--- config.mk ---
export PLATFORM = sky130hd
export DESIGN_NAME = strtt_cell
export DESIGN_NICKNAME = d
export VERILOG_FILES = /design/src/rtl/sampled_trace_ring_thread_topn_core_macros.svh /design/src/rtl/strtt_pkg.sv /design/src/rtl/strtt_cell.sv
export SDC_FILE = /design/constraint.sdc
export NUM_CORES = 1
export LEC_CHECK = 0
export BUFFER_PORTS_ARGS = -buffer_cell sky130_fd_sc_hd__buf_2
export CAP_MARGIN = 20
export CORE_MARGIN = 2
export CORE_UTILIZATION = 35
export CTS_CLUSTER_SIZE = 14
export DETAILED_ROUTE_END_ITERATION = 7
export PLACE_DENSITY = 0.61
export RECOVER_POWER = 50
export SLEW_MARGIN = 20
export SYNTH_ARGS = -nofsm -noshare
export SYNTH_HDL_FRONTEND = slang
export SYNTH_SLANG_ARGS = --single-unit
--- constraint.sdc ---
create_clock -name clk_i -period 3.1 [get_ports clk_i]
set_input_delay 0.155 -clock clk_i [delete_from_list [all_inputs] [get_ports clk_i]]
set_output_delay 0.155 -clock clk_i [all_outputs]
set_load 0.03 [all_outputs]
--- src/rtl/sampled_trace_ring_thread_topn_core_macros.svh ---
// Assertion helpers for the trace ring core.
`ifndef SAMPLED_TRACE_RING_THREAD_TOPN_CORE_MACROS_SVH
`define SAMPLED_TRACE_RING_THREAD_TOPN_CORE_MACROS_SVH

// Same-cycle implication.
`define STRTT_ASSERT_NOW(lbl, ante, cons, msg) \
  lbl: assert property (@(posedge clk_i) disable iff (!rst_ni) (ante) |-> (cons)) \
    else $error(msg);

// Next-cycle implication.
`define STRTT_ASSERT_NEXT(lbl, ante, cons, msg) \
  lbl: assert property (@(posedge clk_i) disable iff (!rst_ni) (ante) |=> (cons)) \
    else $error(msg);

`endif

--- src/rtl/strtt_pkg.sv ---
package strtt_pkg;

  localparam int unsigned IdW    = 16;
  localparam int unsigned SizeW  = 32;
  localparam int unsigned TotW   = 44;
  localparam int unsigned CntW   = 13;
  localparam int unsigned EntW   = IdW + SizeW;

  localparam logic [1:0] RegEnable     = 2'd0;
  localparam logic [1:0] RegSampleRate = 2'd1;
  localparam logic [1:0] RegMaxGroups  = 2'd2;

  localparam logic OpLog    = 1'b0;
  localparam logic OpReport = 1'b1;

  typedef struct packed {
    logic             v;
    logic [IdW-1:0]   id;
    logic [SizeW-1:0] sz;
  } ent_t;

  typedef struct packed {
    logic            v;
    logic [IdW-1:0]  id;
    logic [TotW-1:0] tot;
    logic [CntW-1:0] cnt;
  } grp_t;

  typedef struct packed {
    logic clear;
    logic shift;
  } ctl_t;

endpackage

--- src/rtl/strtt_cell.sv ---
module strtt_cell (
  input  logic            clk_i,
  input  logic            rst_ni,
  input  strtt_pkg::ctl_t ctl_i,
  input  logic            allow_i,
  input  strtt_pkg::ent_t ent_i,
  output strtt_pkg::ent_t ent_o,
  input  strtt_pkg::grp_t shin_i,
  output strtt_pkg::grp_t grp_o
);

  strtt_pkg::grp_t grp_q;
  strtt_pkg::ent_t ent_q;
  logic [strtt_pkg::TotW:0] sum;

  assign sum   = {1'b0, grp_q.tot} + {{(strtt_pkg::TotW + 1 - strtt_pkg::SizeW){1'b0}}, ent_i.sz};
  assign grp_o = grp_q;
  assign ent_o = ent_q;

  always_ff @(posedge clk_i or negedge rst_ni) begin
    if (!rst_ni) begin
      grp_q <= '0;
      ent_q <= '0;
    end else if (ctl_i.clear) begin
      grp_q.v <= 1'b0;
      ent_q.v <= 1'b0;
    end else if (ctl_i.shift) begin
      grp_q   <= shin_i;
      ent_q.v <= 1'b0;
    end else begin
      ent_q.v <= 1'b0;
      if (ent_i.v) begin
        if (grp_q.v && grp_q.id == ent_i.id) begin
          grp_q.tot <= sum[strtt_pkg::TotW] ? '1 : sum[strtt_pkg::TotW-1:0];
          if (grp_q.cnt != '1) begin
            grp_q.cnt <= grp_q.cnt + 1'b1;
          end
        end else if (!grp_q.v && allow_i) begin
          grp_q.v   <= 1'b1;
          grp_q.id  <= ent_i.id;
          grp_q.tot <= {{(strtt_pkg::TotW - strtt_pkg::SizeW){1'b0}}, ent_i.sz};
          grp_q.cnt <= {{(strtt_pkg::CntW - 1){1'b0}}, 1'b1};
        end else begin
          ent_q <= ent_i;
        end
      end
    end
  end

endmodule

**Word level (Yosys, flattened, before mapping)**

Cells that the tools add are included.
W data, S select, Z words.

- Register bits: 123
- Bits of input ports: 128
- Output and inout port bits: 123
- Word-level logic and storage cells: 44

- Add/subtract/negate cells: 2
- Equality and inequality tests: 5
- Mux-type cells: 13
- Bitwise logic cells: 4
- Reductions and logical operators: 13

Operators by type and width:

| cell | number |
|---|---|
| $mux W74 | 3 |
| $mux W49 | 3 |
| $mux W57 | 1 |
| $add A44 B32 Y45 | 1 |
| $mux W44 | 1 |
| $mux W17 | 1 |
| $eq A16 B16 Y1 | 1 |
| $add A13 B1 Y13 const B | 1 |
| $mux W13 | 1 |
| $ne A13 B13 Y1 const B | 1 |
| $reduce_bool A3 Y1 | 3 |
| $reduce_and A4 Y1 | 2 |
| $reduce_and A3 Y1 | 2 |
| $reduce_and A5 Y1 | 1 |
| $not A1 Y1 | 4 |
| $reduce_bool A2 Y1 | 2 |
| $mux W1 | 3 |
| $ne A3 B2 Y1 const B | 1 |
| $ne A3 B3 Y1 const B | 1 |
| $logic_and A1 B1 Y1 | 2 |
| $ne A2 B2 Y1 const B | 1 |
| $logic_not A1 Y1 | 1 |

**Longest topological paths before layout**

- Depth in word-level cells: 7
- Gate-level depth with buffers: 13
- Depth with buffers taken out: 11

**Worst setup path before layout**

OpenSTA, ideal clock, no wires.

- Kind: reg2reg
- Start point: reg grp_q, in the netlist grp_o[13]
- End point: reg grp_q, in the netlist grp_o[38]
- Arrival time: 3.081 ns
- Required time: 2.974 ns
- Slack: -0.107 ns
- Stages on the path, launching flop included: 13
- Buffers on the path: 1
- Cell sequence: dfrtp_1 > ha_1 > fa_1 > a211o_1 > nor4b_4 > nor3_2 > a2111oi_2 > o2111ai_1 > a21o_1 > buf_6 > nand2_1 > mux2_2 > a221o_1

- Longest elaborated chain between the ends: 5

Ends and longest elaborated chain:

| item | RTL line | source |
|---|---|---|
| start: declaration | strtt_cell.sv:12 | `strtt_pkg::grp_t grp_q;` |
| start signal: assignment | strtt_cell.sv:28 | `grp_q <= shin_i;` |
| $add A44 B32 Y45 | strtt_cell.sv:16 | `assign sum = {1'b0, grp_q.tot} + {{(strtt_pkg::TotW + 1 - strtt_pkg::SizeW){1'b0}}, ent_i.sz};` |
| $mux W44 | strtt_cell.sv:34 | `grp_q.tot <= sum[strtt_pkg::TotW] ? '1 : sum[strtt_pkg::TotW-1:0];` |
| $mux W57 | strtt_cell.sv:33 | `if (grp_q.v && grp_q.id == ent_i.id) begin` |
| $mux W74 | strtt_cell.sv:32 | `if (ent_i.v) begin` |
| $mux W74 | strtt_cell.sv:27 | `end else if (ctl_i.shift) begin` |

No other way between the ends. The select of a mux whose other input is x is not followed.
A chain may end at the register's enable or synchronous reset.

**Final worst setup path**

Same ends and word-level chain as after synthesis.

==> qor_table.md <==
| Group | Parameter | This run |
|:---|:---|:---|
| timing | Sum of negative setup slack | 0 ns |
| layout | Layout cells sized above 1 | 0.279 |
| clocking | Number of buffers inserted during clock tree synthesis | 17 |
| floorplan | Die width | 156 µm |
| worst setup path | Maximum fanout along the worst path | 7 |
| placement | Count of buffers from port buffering | 250 |
| detailed routing | DR DRC count | 0 |
| floorplan | Number of primary I/O pins | 251 |
| detailed routing | Detail-routed net length per standard cell | 17.8 µm |
| global route | First-pass GRT wire length | 42.7 mm |
| synth | Count of distinct cell types in the synthesized netlist | 70 |
| detailed routing | Iteration-0 DRC count of the detailed router | 512 |
| worst setup path | Startpoint Class | flip-flop |
| layout | Nets | 1373 |
| layout | Most frequent cells in the layout | sky130_fd_sc_hd__buf_2 (171), sky130_fd_sc_hd__dfrtp_1 (121), sky130_fd_sc_hd__a21oi_1 (104) |
| detailed routing | Antenna Nets Post-Route | 0 |
| floorplan | Die Ht | 156 µm |
| pwr | Worst supply voltage drop on vdd | 0.000403 V |
| detailed routing | Number of optimization iterations in the first detailed-route pass | 5 |
| synth | Warnings from Yosys | 0 |
| worst setup path | R2r worst-path depth | 12 |
| synth | Cell Area, Synth | 8070 µm² |
| worst setup path | Critical path start-end classification | reg -> reg |
| worst hold path | Hold Path Stages | 2 |
| pwr | Reported leakage power | 4.82 nW |
| synth | Mapped Avg Cell Area | 8.91 µm² |
| detailed routing | Vias per cell | 5.37 |
| layout | Core Util, Final | 0.483 |
| detailed routing | Routed vias | 8132 |
| clocking | Clock tree buffer depth | 2 |
| synth | Async S/R FF share, synth | 1.00 |
| global route | Largest net degree at the start of global routing | 70 |
| global route | Vias in the first global route | 7988 |
| clocking | Root Buffer Master | sky130_fd_sc_hd__clkbuf_16 |
| layout | Area delta synth->final | 35.6% |
| timing | Final number of setup-violating endpoints | 0 |
| global route | Initial antenna violation count | 3 |
| global route | GRT Total Usage | 0.222 |
| synth | Leading register cell type out of synthesis | sky130_fd_sc_hd__dfrtp_1 |
| synth | Gate count after technology mapping | 905 |
| clocking | Source-to-sink clock delay at the later pin of the worst-skew pair | 0.43 ns |
| floorplan | Area of the placeable core | 22600 µm² |
| timing | Final hold violation count | 0 |
| timing | Pin slew with the least headroom to its limit | 1.76 ns |
| timing | Maximum clock rate | 335 MHz |
| layout | Most common cell after layout, fill and taps aside | sky130_fd_sc_hd__buf_2 |
| floorplan | # rows | 55 |
| detailed routing | Final routed wirelength across all metal layers | 27.0 mm |
| timing | Worst max-slew margin expressed relative to the limit | -0.176 |
| clocking | TritonCTS clock tree | yes |
| timing | Worst hold-check slack | 0.0104 ns |
| clocking | Reg clk slew, reported paths | 0.07 ns |
| timing | Share of the clock period used by the worst path after layout | 0.963 |
| timing | Max Transition Viols Final | 70 |
| clocking | Number of levels in the clock H-tree | 4 |
| timing | Max Clock Skew | 0.0126 ns |
| worst setup path | Critical path capture point type | flip-flop |
| floorplan | Die outline area | 24300 µm² |
| synth | Top cell type's share of synthesized area | 0.382 |
| placement | HPWL after DPL | 19.5 mm |
| worst hold path | Worst min path class | in -> reg |
| synth | Synth area leader | sky130_fd_sc_hd__dfrtp_1 |
| worst setup path | Worst EP required | 3.41 ns |
| flow run | Number of max-capacitance violations reported | 1 |
| placement | Placer's final routability congestion estimate | 0.897 |
| synth | Leading cell types by total area after synthesis | sky130_fd_sc_hd__dfrtp_1 (38%), sky130_fd_sc_hd__mux2_2 (6.8%), sky130_fd_sc_hd__a21oi_1 (6.5%) |
| clocking | Clock net sink count | 123 |
| pwr | Power per cell area | 638 nW/µm² |
| status | Outcome | finished with violations |
| timing | Tmin final | 2.99 ns |
| floorplan | Effective utilization at floorplan | 0.356 |
| status | Violated checks | max-capacitance violations, max-slew violations |
| synth | Sequential element share of the synthesized area | 0.382 |
| synth | Number of flip-flops and latches in the synthesized netlist | 123 |
| worst setup path | Arrival time reported for the critical path endpoint | 3.30 ns |
| global route | Global route total overflow | 0 |
| synth | Number of flops mapped to enable cells by yosys | 0 |
| synth | Post-Syn Nets | 1067 |
| timing | Unrepaired setup endpoints after global routing | yes |
## sequential cells by signal, indices dropped and copies added (netlist names)
name	cells
ent_o	49
grp_o	74
## cell families (layout without fill, tap and decap cells)
family / after synthesis / after routing / synth area share
AND/OR/NAND/NOR: 268 / 268 / 0.164
flip-flops: 123 / 123 / 0.382
multiplexers: 65 / 65 / 0.0883
AO/OA/AOI/OAI: 302 / 302 / 0.226
buffers and inverters: 68 / 387 / 0.0375
XOR/XNOR: 45 / 45 / 0.0489
other: 0 / 4 / 0
adder cells (fa/ha/maj): 34 / 34 / 0.0537
## metal layers
metal | global-route usage | share of wire | up-vias
met5 | 0 | 0 | -
met3 | 0.0414 | 0.047 | 43
met1 | 0.297 | 0.46 | 3905
met4 | 0.0957 | 0.033 | 0
li1 | - | - | 3935
met2 | 0.351 | 0.46 | 249
## worst paths after layout
path / startpoint / to / slack [ns]
max: grp_o[13] / grp_o[38] / 0.11
min: ent_i[46] / ent_o[46] / 0.01
max reg2reg: grp_o[13] / grp_o[38] / 0.11
min reg2reg: ent_o[37] / ent_o[37] / 0.51
max in group asynchronous: rst_ni / grp_o[48] / 0.57
min in group asynchronous: rst_ni / ent_o[10] / 0.73
## power breakdown
group / total (mW) / internal (mW) / switching [mW] / leakage, nW
registers: 2.16 / 1.91 / 0.247 / 1.47
clock network: 2.11 / 1.21 / 0.898 / 0.286
logic: 2.71 / 0.987 / 1.72 / 3.06
## what timing repair did
action                                 CTS  global route
gates resized for setup                 12            17
setup endpoints to repair               35            36
setup buffers                            3             3
endpoints found under the hold margin  112             0
hold buffers                            45             0
pin swaps                                5            10
## cell type report
cell class / instances / area [µm²]
clock inverters: 15 / 175
diodes: 4 / 10.0
inverters: 14 / 52.6
multi-input cells: 714 / 4860
fillers: 2214 / 11700
clock buffers: 17 / 425
repair buffers: 341 / 1980
well taps: 285 / 357
flip-flops and latches: 123 / 3080
## Yosys cell counts (5+ instances only)
| cell | number |
|---|---|
| sky130_fd_sc_hd__o21a_1 | 6 |
| sky130_fd_sc_hd__xor2_1 | 22 |
| sky130_fd_sc_hd__a31oi_1 | 30 |
| sky130_fd_sc_hd__o211ai_1 | 10 |
| sky130_fd_sc_hd__ha_1 | 33 |
| sky130_fd_sc_hd__nand2b_1 | 6 |
| sky130_fd_sc_hd__buf_2 | 11 |
| sky130_fd_sc_hd__nor3_1 | 11 |
| sky130_fd_sc_hd__a21oi_1 | 104 |
| sky130_fd_sc_hd__inv_1 | 14 |
| sky130_fd_sc_hd__o21ai_1 | 28 |
| sky130_fd_sc_hd__clkbuf_1 | 36 |
| sky130_fd_sc_hd__dfrtp_1 | 123 |
| sky130_fd_sc_hd__mux2_2 | 49 |
| sky130_fd_sc_hd__o21ai_0 | 57 |
| sky130_fd_sc_hd__mux2i_1 | 16 |
| sky130_fd_sc_hd__nor2_1 | 84 |
| sky130_fd_sc_hd__o31ai_1 | 5 |
| sky130_fd_sc_hd__nor4_1 | 6 |
| sky130_fd_sc_hd__xnor2_1 | 23 |
| sky130_fd_sc_hd__nand4_1 | 10 |
| sky130_fd_sc_hd__nand2_1 | 87 |
| sky130_fd_sc_hd__a21o_1 | 14 |
| sky130_fd_sc_hd__nand3_1 | 19 |
| sky130_fd_sc_hd__and3_1 | 14 |
| sky130_fd_sc_hd__o221ai_1 | 5 |
## stage by stage
stage / instance area [µm²] / worst slack [ns] / power [mW] / instances
floorplan: 8070 / 0.00462 / 3.93 / 905
global placement: 9770 / -0.0686 / 4.78 / 1426
detailed placement: 9770 / -0.123 / 4.80 / 1426
CTS: 10900 / 0.00880 / 7.01 / 1506
global route: 10900 / -0.0292 / 7.37 / 1512
finish: 10900 / 0.115 / 6.98 / 1513
## worst max-delay path: stages (launching register included)
cell and delay, ns:
sky130_fd_sc_hd__dfrtp_2 0.42, sky130_fd_sc_hd__ha_4 0.17, sky130_fd_sc_hd__fa_2 0.41, sky130_fd_sc_hd__a211o_1 0.29, sky130_fd_sc_hd__nor4b_4 0.14, sky130_fd_sc_hd__nor3_4 0.16, sky130_fd_sc_hd__buf_6 0.13, sky130_fd_sc_hd__a2111oi_4 0.07
sky130_fd_sc_hd__o2111ai_2 0.26, sky130_fd_sc_hd__a21o_4 0.21, sky130_fd_sc_hd__nand2_1 0.06, sky130_fd_sc_hd__mux2_2 0.26, sky130_fd_sc_hd__a221o_1 0.28
Power figures use the tool's default switching activity.
